File: src/sv/arpf_pkg.sv
// Package with the types, constants and helper functions of the anti-replay packet filter.
`default_nettype none

package arpf_pkg;

   localparam int PEERS      = 64;
   localparam int PEER_W     = (PEERS > 1) ? $clog2(PEERS) : 1;
   localparam int SENDER_W   = 6;
   localparam int SEQ_W      = 32;
   localparam int TIME_W     = 64;
   localparam int WINDOW_W   = 32;
   localparam int COUNT_W    = 32;
   localparam int VERDICT_W  = 3;
   localparam int NUM_VERDICTS = 5;

   localparam logic [WINDOW_W-1:0] TS_WINDOW_RESET = WINDOW_W'(1000);
   localparam logic [COUNT_W-1:0]  COUNT_MAX       = {COUNT_W{1'b1}};

   typedef enum logic [VERDICT_W-1:0] {
      V_ACCEPT = 3'd0,
      V_REPLAY = 3'd1,
      V_STALE  = 3'd2,
      V_NOKEY  = 3'd3,
      V_BADSIG = 3'd4
   } verdict_type;

   typedef struct packed {
      logic [SENDER_W-1:0] sender;
      logic [SEQ_W-1:0]    seq_num;
      logic [TIME_W-1:0]   packet_time;
      logic [TIME_W-1:0]   now_time;
      logic                has_cert;
      logic                sig_ok;
   } req_type;

   typedef struct packed {
      logic [VERDICT_W-1:0] verdict;
      logic                 key_from_cert;
      logic [COUNT_W-1:0]   verdict_count;
   } rsp_type;

   typedef struct packed {
      logic              en;
      logic [PEER_W-1:0] addr;
      logic [SEQ_W-1:0]  data;
   } seq_wr_type;

   // Reduces a sender index modulo PEERS, which is a power of two.
   function automatic logic [PEER_W-1:0] peer_of(logic [SENDER_W-1:0] s);
      return PEER_W'(32'(s) % PEERS);
   endfunction

endpackage

`default_nettype wire

File: src/sv/arpf_seq_store.sv
// Per-peer store of the last accepted sequence number with valid bits and write forwarding.
`default_nettype none

module arpf_seq_store
   import arpf_pkg::*;
(
   input  wire logic              clock,
   input  wire logic              reset,
   input  wire logic [PEER_W-1:0] rd_addr,
   input  wire seq_wr_type        wr,
   output logic [SEQ_W-1:0]       rd_data
);

   logic [SEQ_W-1:0] seq_mem_ff [PEERS];
   logic [SEQ_W-1:0] mem_rd_ff;
   logic [PEERS-1:0] valid_ff;
   logic [PEERS-1:0] valid_in;
   logic             valid_rd_ff;
   logic             fwd_ff;
   logic [SEQ_W-1:0] fwd_data_ff;

   always_ff @(posedge clock) begin
      if (wr.en) begin
         seq_mem_ff[wr.addr] <= wr.data;
      end
      mem_rd_ff <= seq_mem_ff[rd_addr];
   end

   always_comb begin
      valid_in = valid_ff;
      if (wr.en) begin
         valid_in[wr.addr] = 1'b1;
      end
   end

   always_ff @(posedge clock) begin
      if (reset) begin
         valid_ff    <= '0;
         valid_rd_ff <= 1'b0;
         fwd_ff      <= 1'b0;
      end else begin
         valid_ff    <= valid_in;
         valid_rd_ff <= valid_ff[rd_addr];
         fwd_ff      <= wr.en && (wr.addr == rd_addr);
      end
   end

   always_ff @(posedge clock) begin
      fwd_data_ff <= wr.data;
   end

   always_comb begin
      if (fwd_ff) begin
         rd_data = fwd_data_ff;
      end else if (valid_rd_ff) begin
         rd_data = mem_rd_ff;
      end else begin
         rd_data = '0;
      end
   end

endmodule

`default_nettype wire

File: src/sv/anti_replay_packet_filter_unit.sv
// Top level of the anti-replay packet filter: input register, verdict logic and result register.
// A request passes the input register and then the result register; the result strobe rises with the result register.
// Throughput: one transaction per cycle; busy is never asserted and the receiver cannot stall.
// The stored sequence numbers are read from a memory with one write and one registered read
// port, with forwarding from the write of the transaction one stage ahead.
// Reset clears the sequence valid bits, key flags and counters and sets the window to 1000 ms.
`default_nettype none

module anti_replay_packet_filter_unit
   import arpf_pkg::*;
(
   input  wire logic                clock,
   input  wire logic                reset,
   input  wire logic                start,
   output logic                     busy,
   input  wire req_type             req_data,
   output logic                     rsp_strobe,
   output rsp_type                  rsp_data,
   input  wire logic                csr_we,
   input  wire logic [WINDOW_W-1:0] csr_wdata
);

   logic [WINDOW_W-1:0] ts_window_ff;
   logic                accept;
   logic [PEER_W-1:0]   peer;
   logic [TIME_W:0]     age;
   logic                stale;

   logic                s1_valid_ff;
   logic [PEER_W-1:0]   s1_peer_ff;
   logic [SEQ_W-1:0]    s1_seq_ff;
   logic                s1_cert_ff;
   logic                s1_ok_ff;
   logic                s1_stale_ff;

   logic [SEQ_W-1:0]    stored_seq;
   logic [PEERS-1:0]    key_known_ff;
   logic [PEERS-1:0]    key_known_in;
   verdict_type         verdict;
   logic                from_cert;
   seq_wr_type          seq_wr;

   logic [COUNT_W-1:0]  count_ff [NUM_VERDICTS];
   logic [COUNT_W-1:0]  count_cur;
   logic [COUNT_W-1:0]  count_in;

   logic                rsp_strobe_ff;
   rsp_type             rsp_data_ff;

   assign busy   = 1'b0;
   assign accept = start && !busy;
   assign peer   = peer_of(req_data.sender);

   assign age   = {1'b0, req_data.now_time} - {1'b0, req_data.packet_time};
   assign stale = !age[TIME_W] && (age[TIME_W-1:0] > TIME_W'(ts_window_ff));

   always_ff @(posedge clock) begin
      if (reset) begin
         ts_window_ff <= TS_WINDOW_RESET;
      end else if (csr_we) begin
         ts_window_ff <= csr_wdata;
      end
   end

   always_ff @(posedge clock) begin
      if (reset) begin
         s1_valid_ff <= 1'b0;
      end else begin
         s1_valid_ff <= accept;
      end
   end

   always_ff @(posedge clock) begin
      s1_peer_ff  <= peer;
      s1_seq_ff   <= req_data.seq_num;
      s1_cert_ff  <= req_data.has_cert;
      s1_ok_ff    <= req_data.sig_ok;
      s1_stale_ff <= stale;
   end

   arpf_seq_store u_seq_store (
      .clock   (clock),
      .reset   (reset),
      .rd_addr (peer),
      .wr      (seq_wr),
      .rd_data (stored_seq)
   );

   always_comb begin
      from_cert = 1'b0;
      priority if (s1_seq_ff <= stored_seq) begin
         verdict = V_REPLAY;
      end else if (s1_stale_ff) begin
         verdict = V_STALE;
      end else if (!s1_cert_ff && !key_known_ff[s1_peer_ff]) begin
         verdict = V_NOKEY;
      end else begin
         from_cert = s1_cert_ff;
         verdict   = s1_ok_ff ? V_ACCEPT : V_BADSIG;
      end
   end

   always_comb begin
      seq_wr.en    = s1_valid_ff && (verdict == V_ACCEPT);
      seq_wr.addr  = s1_peer_ff;
      seq_wr.data  = s1_seq_ff;
      key_known_in = key_known_ff;
      if (seq_wr.en && s1_cert_ff) begin
         key_known_in[s1_peer_ff] = 1'b1;
      end
   end

   always_ff @(posedge clock) begin
      if (reset) begin
         key_known_ff <= '0;
      end else begin
         key_known_ff <= key_known_in;
      end
   end

   assign count_cur = count_ff[verdict];
   assign count_in  = (count_cur == COUNT_MAX) ? count_cur : count_cur + COUNT_W'(1);

   always_ff @(posedge clock) begin
      if (reset) begin
         for (int i = 0; i < NUM_VERDICTS; i++) begin
            count_ff[i] <= '0;
         end
      end else if (s1_valid_ff) begin
         count_ff[verdict] <= count_in;
      end
   end

   always_ff @(posedge clock) begin
      if (reset) begin
         rsp_strobe_ff <= 1'b0;
      end else begin
         rsp_strobe_ff <= s1_valid_ff;
      end
   end

   always_ff @(posedge clock) begin
      rsp_data_ff.verdict       <= verdict;
      rsp_data_ff.key_from_cert <= from_cert;
      rsp_data_ff.verdict_count <= count_in;
   end

   assign rsp_strobe = rsp_strobe_ff;
   assign rsp_data   = rsp_data_ff;

   // Every accepted transaction produces a result once it has passed the input and result registers.
   a_result_follows: assert property (@(posedge clock) disable iff (reset)
      accept |-> ##2 rsp_strobe)
      else $error("accepted transaction produced no result");

   // A result never appears without a transaction accepted ahead of it through the input and result registers.
   a_no_spurious: assert property (@(posedge clock) disable iff (reset)
      rsp_strobe |-> $past(accept, 2))
      else $error("result without an accepted transaction");

   // The certificate key is only reported when the verifier was reached.
   a_cert_verdict: assert property (@(posedge clock) disable iff (reset)
      (rsp_strobe && rsp_data.key_from_cert) |->
         (rsp_data.verdict == V_ACCEPT || rsp_data.verdict == V_BADSIG))
      else $error("key_from_cert set on a verdict that skips the verifier");

   // A counter has been incremented at least once when its verdict is reported.
   a_count_nonzero: assert property (@(posedge clock) disable iff (reset)
      rsp_strobe |-> (rsp_data.verdict_count != '0))
      else $error("verdict reported with a zero count");

endmodule

`default_nettype wire

File: config.mk
export PLATFORM = sky130hd
export DESIGN_NAME = anti_replay_packet_filter_unit
export DESIGN_NICKNAME = d
export VERILOG_FILES = /design/src/sv/arpf_pkg.sv /design/src/sv/arpf_seq_store.sv /design/src/sv/anti_replay_packet_filter_unit.sv
export SDC_FILE = /design/constraint.sdc
export NUM_CORES = 2
export LEC_CHECK = 0
export BUFFER_PORTS_ARGS = -buffer_cell sky130_fd_sc_hd__buf_4
export CORE_MARGIN = 10
export CORE_UTILIZATION = 50
export DETAILED_ROUTE_END_ITERATION = 10
export PLACE_DENSITY = 0.75
export SLEW_MARGIN = 20
export SYNTH_ARGS = -nofsm -noshare
export SYNTH_HDL_FRONTEND = slang
export SYNTH_HIERARCHICAL = 1
export SYNTH_SLANG_ARGS = --single-unit
File: constraint.sdc
create_clock -name clock -period 7.05 [get_ports clock]
set_clock_uncertainty 0.2 [all_clocks]
set_input_delay 1.41 -clock clock [delete_from_list [all_inputs] [get_ports clock]]
set_output_delay 1.41 -clock clock [all_outputs]
set_load 0.005 [all_outputs]
==> metrics.csv <==
metric,value,unit
clockBufferDepth,3,
r2r_cells,18,
synthArstFlopShare,0,%
antenna_left,0,
antenna_found_initial,17,
rrSetupSlack,0.33,ns
seq_area_frac_synth,70.64,%
synth_area,102500,µm²
die_area,223500,µm²
finalSetupViolations,0,
tightestPinTransition,1.322,ns
final_hold_viol_count,0,
hold_class,reg -> reg,
hpwl,163000,µm
syn2layout_area_growth,14.24,%
dp_cells,8815,
min_period_over_period,95.26,%
maxCapViolCount,0,
max_freq,148.9,MHz
power_density,272.5,nW/µm²
r2r-start,u_seq_store/fwd_ff$_SDFF_PP0_,
ctsHoldBuffers,0,
via_per_inst,6.528,
critPathMaxFanout,33,
synth_warnings,6,
placementRows,166,
coreArea,204400,µm²
cts-root-buf,clkbuf_16,
synth_ff_type,edfxtp_1,
start_util,50.15,%
setup_tns,0,ns
worstPathArrival,7.22,ns
critPathLaunchType,register,
clock_latency,0.91,ns
fillerInstances,14850,
final_cells,9261,
syn_nets,6316,
critPathCaptureType,register,
wl,285000,µm
cp_data_required_time,7.55,ns
outcome,completed,
synth_enable_flop_cells,2208,
wire_per_inst,30.77,µm
layout_min_cycle_time,6.716,ns
hold_depth,0,
hp-start,s1_seq_ff[8]$_DFF_P_,
port_buffers,240,
finalMaxSlewViolations,0,
postSynthCellCount,5982,
grt_pass1_wl,412200,µm
grt_max_degree,87,
die_x,472.8,µm
vdd_drop_max,299.9,µV
gp_congestion,0.9389,
io_pins,242,
final_layout_size_suffix_gt1_share,25.32,%
die_h,472.8,µm
hold_ws,0.2278,ns
cts_setup_buffers,0,
leakage,38.94,nW
cts_buffers,230,
track_usage,24.85,%
cts_resized,0,
yosysUniqueCellTypes,110,
remaining_drc_errors,0,
finalNetCount,6693,
r2r-end,count_ff[1][14]$_SDFFCE_PN0P_,
relSlewSlack,10.94,%
rsz0062_at_grt,false,
crit_type,reg -> reg,
drtIter0Drc,8902,
min_to,u_seq_store/fwd_data_ff[8]$_DFF_P_,
num_vias,60460,
synth_area_per_cell,17.14,µm²
cts_sinks,2513,
cts.clk_slew.worst_paths,0.07,ns
overflow,0,
tritoncts,built,
grt_pass1_vias,60020,
drt_first_pass_iters,6,
synth-seq-cells,2513,
cts-htree-levels,4,
## cell type report
cell class / instances / area, µm² / share of cell area (%)
well taps: 2688 / 3363 / 2.872
repair buffers: 482 / 4242 / 3.622
multi-input cells: 2965 / 28420 / 24.27
clock buffers: 305 / 6449 / 5.507
clock inverters: 136 / 1530 / 1.307
diodes: 5 / 12.51 / 0.01069
inverters: 167 / 626.9 / 0.5353
flip-flops and latches: 2513 / 72450 / 61.88
## worst max path at each step
| stage | endpoint | start | slack (ns) | cells past startpoint |
|---|---|---|---|---|
| after floorplan | u_seq_store/seq_mem_ff[40][0]$_DFFE_PP_ | s1_seq_ff[31]$_DFF_P_ | 0.009 | 12 |
| after global placement | s1_stale_ff$_DFF_P_ | req_data[2] | 0.12 | 26 |
| after detailed placement | s1_stale_ff$_DFF_P_ | req_data[2] | 0.18 | 26 |
| after CTS | count_ff[1][14]$_SDFFCE_PN0P_ | u_seq_store/fwd_ff$_SDFF_PP0_ | 0.53 | 19 |
| after global routing | count_ff[4][14]$_SDFFCE_PN0P_ | u_seq_store/fwd_ff$_SDFF_PP0_ | 0.07 | 18 |
| final | count_ff[1][14]$_SDFFCE_PN0P_ | u_seq_store/fwd_ff$_SDFF_PP0_ | 0.33 | 18 |
## cells in the final DEF, fill, tap and decap left out, types with 129 or more instances in the layout
cell and n:
a21oi_1 284, buf_4 431, clkbuf_16 239, dfxtp_1 271
edfxtp_1 2208, ha_1 129, inv_1 164, mux2i_1 131
mux4_2 509, nand2_1 253, nor2_1 339, o21ai_0 139
## report_power, final
group | leakage (nW) | internal (mW) | total [mW] | switching, mW
Sequential | 22.6 | 16.3 | 16.4 | 0.0974
Combinational | 12.5 | 0.945 | 2.60 | 1.65
Clock | 3.89 | 7.26 | 12.9 | 5.63
## layer usage
layer	GRT usage (%)	up-vias	routed length, µm
li1	-	24660	-
met1	32.86	30950	104000
met2	39.96	4191	135900
met3	6.327	646	33800
met4	9.149	14	11250
met5	0	-	88
## critical path: stages, from the launching register on
cell and delay, ns:
dfxtp_1 0.36, buf_4 0.37, a22o_1 0.21, inv_1 0.04
ha_1 0.33, nand4_1 0.14, or4_1 0.60, nor4b_1 0.34
a31o_2 0.37, buf_4 0.23, a21o_1 0.43, buf_4 0.28
a21oi_1 0.08, a31o_2 0.29, or2_2 0.33, or4_1 0.59
nor4_1 0.63, o21ai_0 0.42, a21oi_1 0.27
## cells by family after synthesis
group	synth area share, %
adder cells (fa/ha/maj)	1.594
flip-flops	70.64
AND/OR/NAND/NOR	4.696
other	0.003658
buffers and inverters	2.187
multiplexers	13.86
AO/OA/AOI/OAI	6.526
XOR/XNOR	0.4870
## synth_stat cells, types with 43 or more instances
cell type | count | area, µm²
mux2i_1 | 132 | 1321
o21ai_0 | 141 | 705.7
a21oi_1 | 284 | 1421
buf_2 | 67 | 335.3
edfxtp_1 | 2208 | 66300
mux4_2 | 509 | 11460
mux2_2 | 120 | 1351
dfxtp_1 | 305 | 6106
nand2_1 | 254 | 953.4
nor3_1 | 61 | 305.3
ha_1 | 129 | 1614
clkbuf_1 | 191 | 716.9
a22oi_1 | 109 | 818.3
nand4_1 | 50 | 312.8
inv_1 | 164 | 615.6
nor2_1 | 403 | 1513
o21a_1 | 43 | 322.8
o22ai_1 | 58 | 362.9
a221oi_1 | 65 | 569.3
## flip-flops by register name, indices dropped and copies added, names as in the netlist
signal	count
rsp_data	36
s1_stale_ff	1
s1_ok_ff	1
u_seq_store/mem_rd_ff	32
u_seq_store/valid_rd_ff	1
u_seq_store/fwd_ff	1
s1_cert_ff	1
s1_peer_ff	6
u_seq_store/fwd_data_ff	32
key_known_ff	64
rsp_strobe	1
count_ff	160
u_seq_store/seq_mem_ff	2048
s1_valid_ff	1
ts_window_ff	32
s1_seq_ff	32
u_seq_store/valid_ff	64
## metrics by stage
step	setup slack (ns)	power (mW)	utilization, %	cell area (µm²)
final	0.3343	31.91	57.29	117100
after global routing	0.06656	32.74	57.29	117100
after CTS	0.5289	31.97	57.28	117100
after detailed placement	0.1821	19.26	53.37	109100
after global placement	0.1248	19.22	53.37	109100
after floorplan	0.009361	18.22	-	102500
Power figures use the tool's default switching activity.
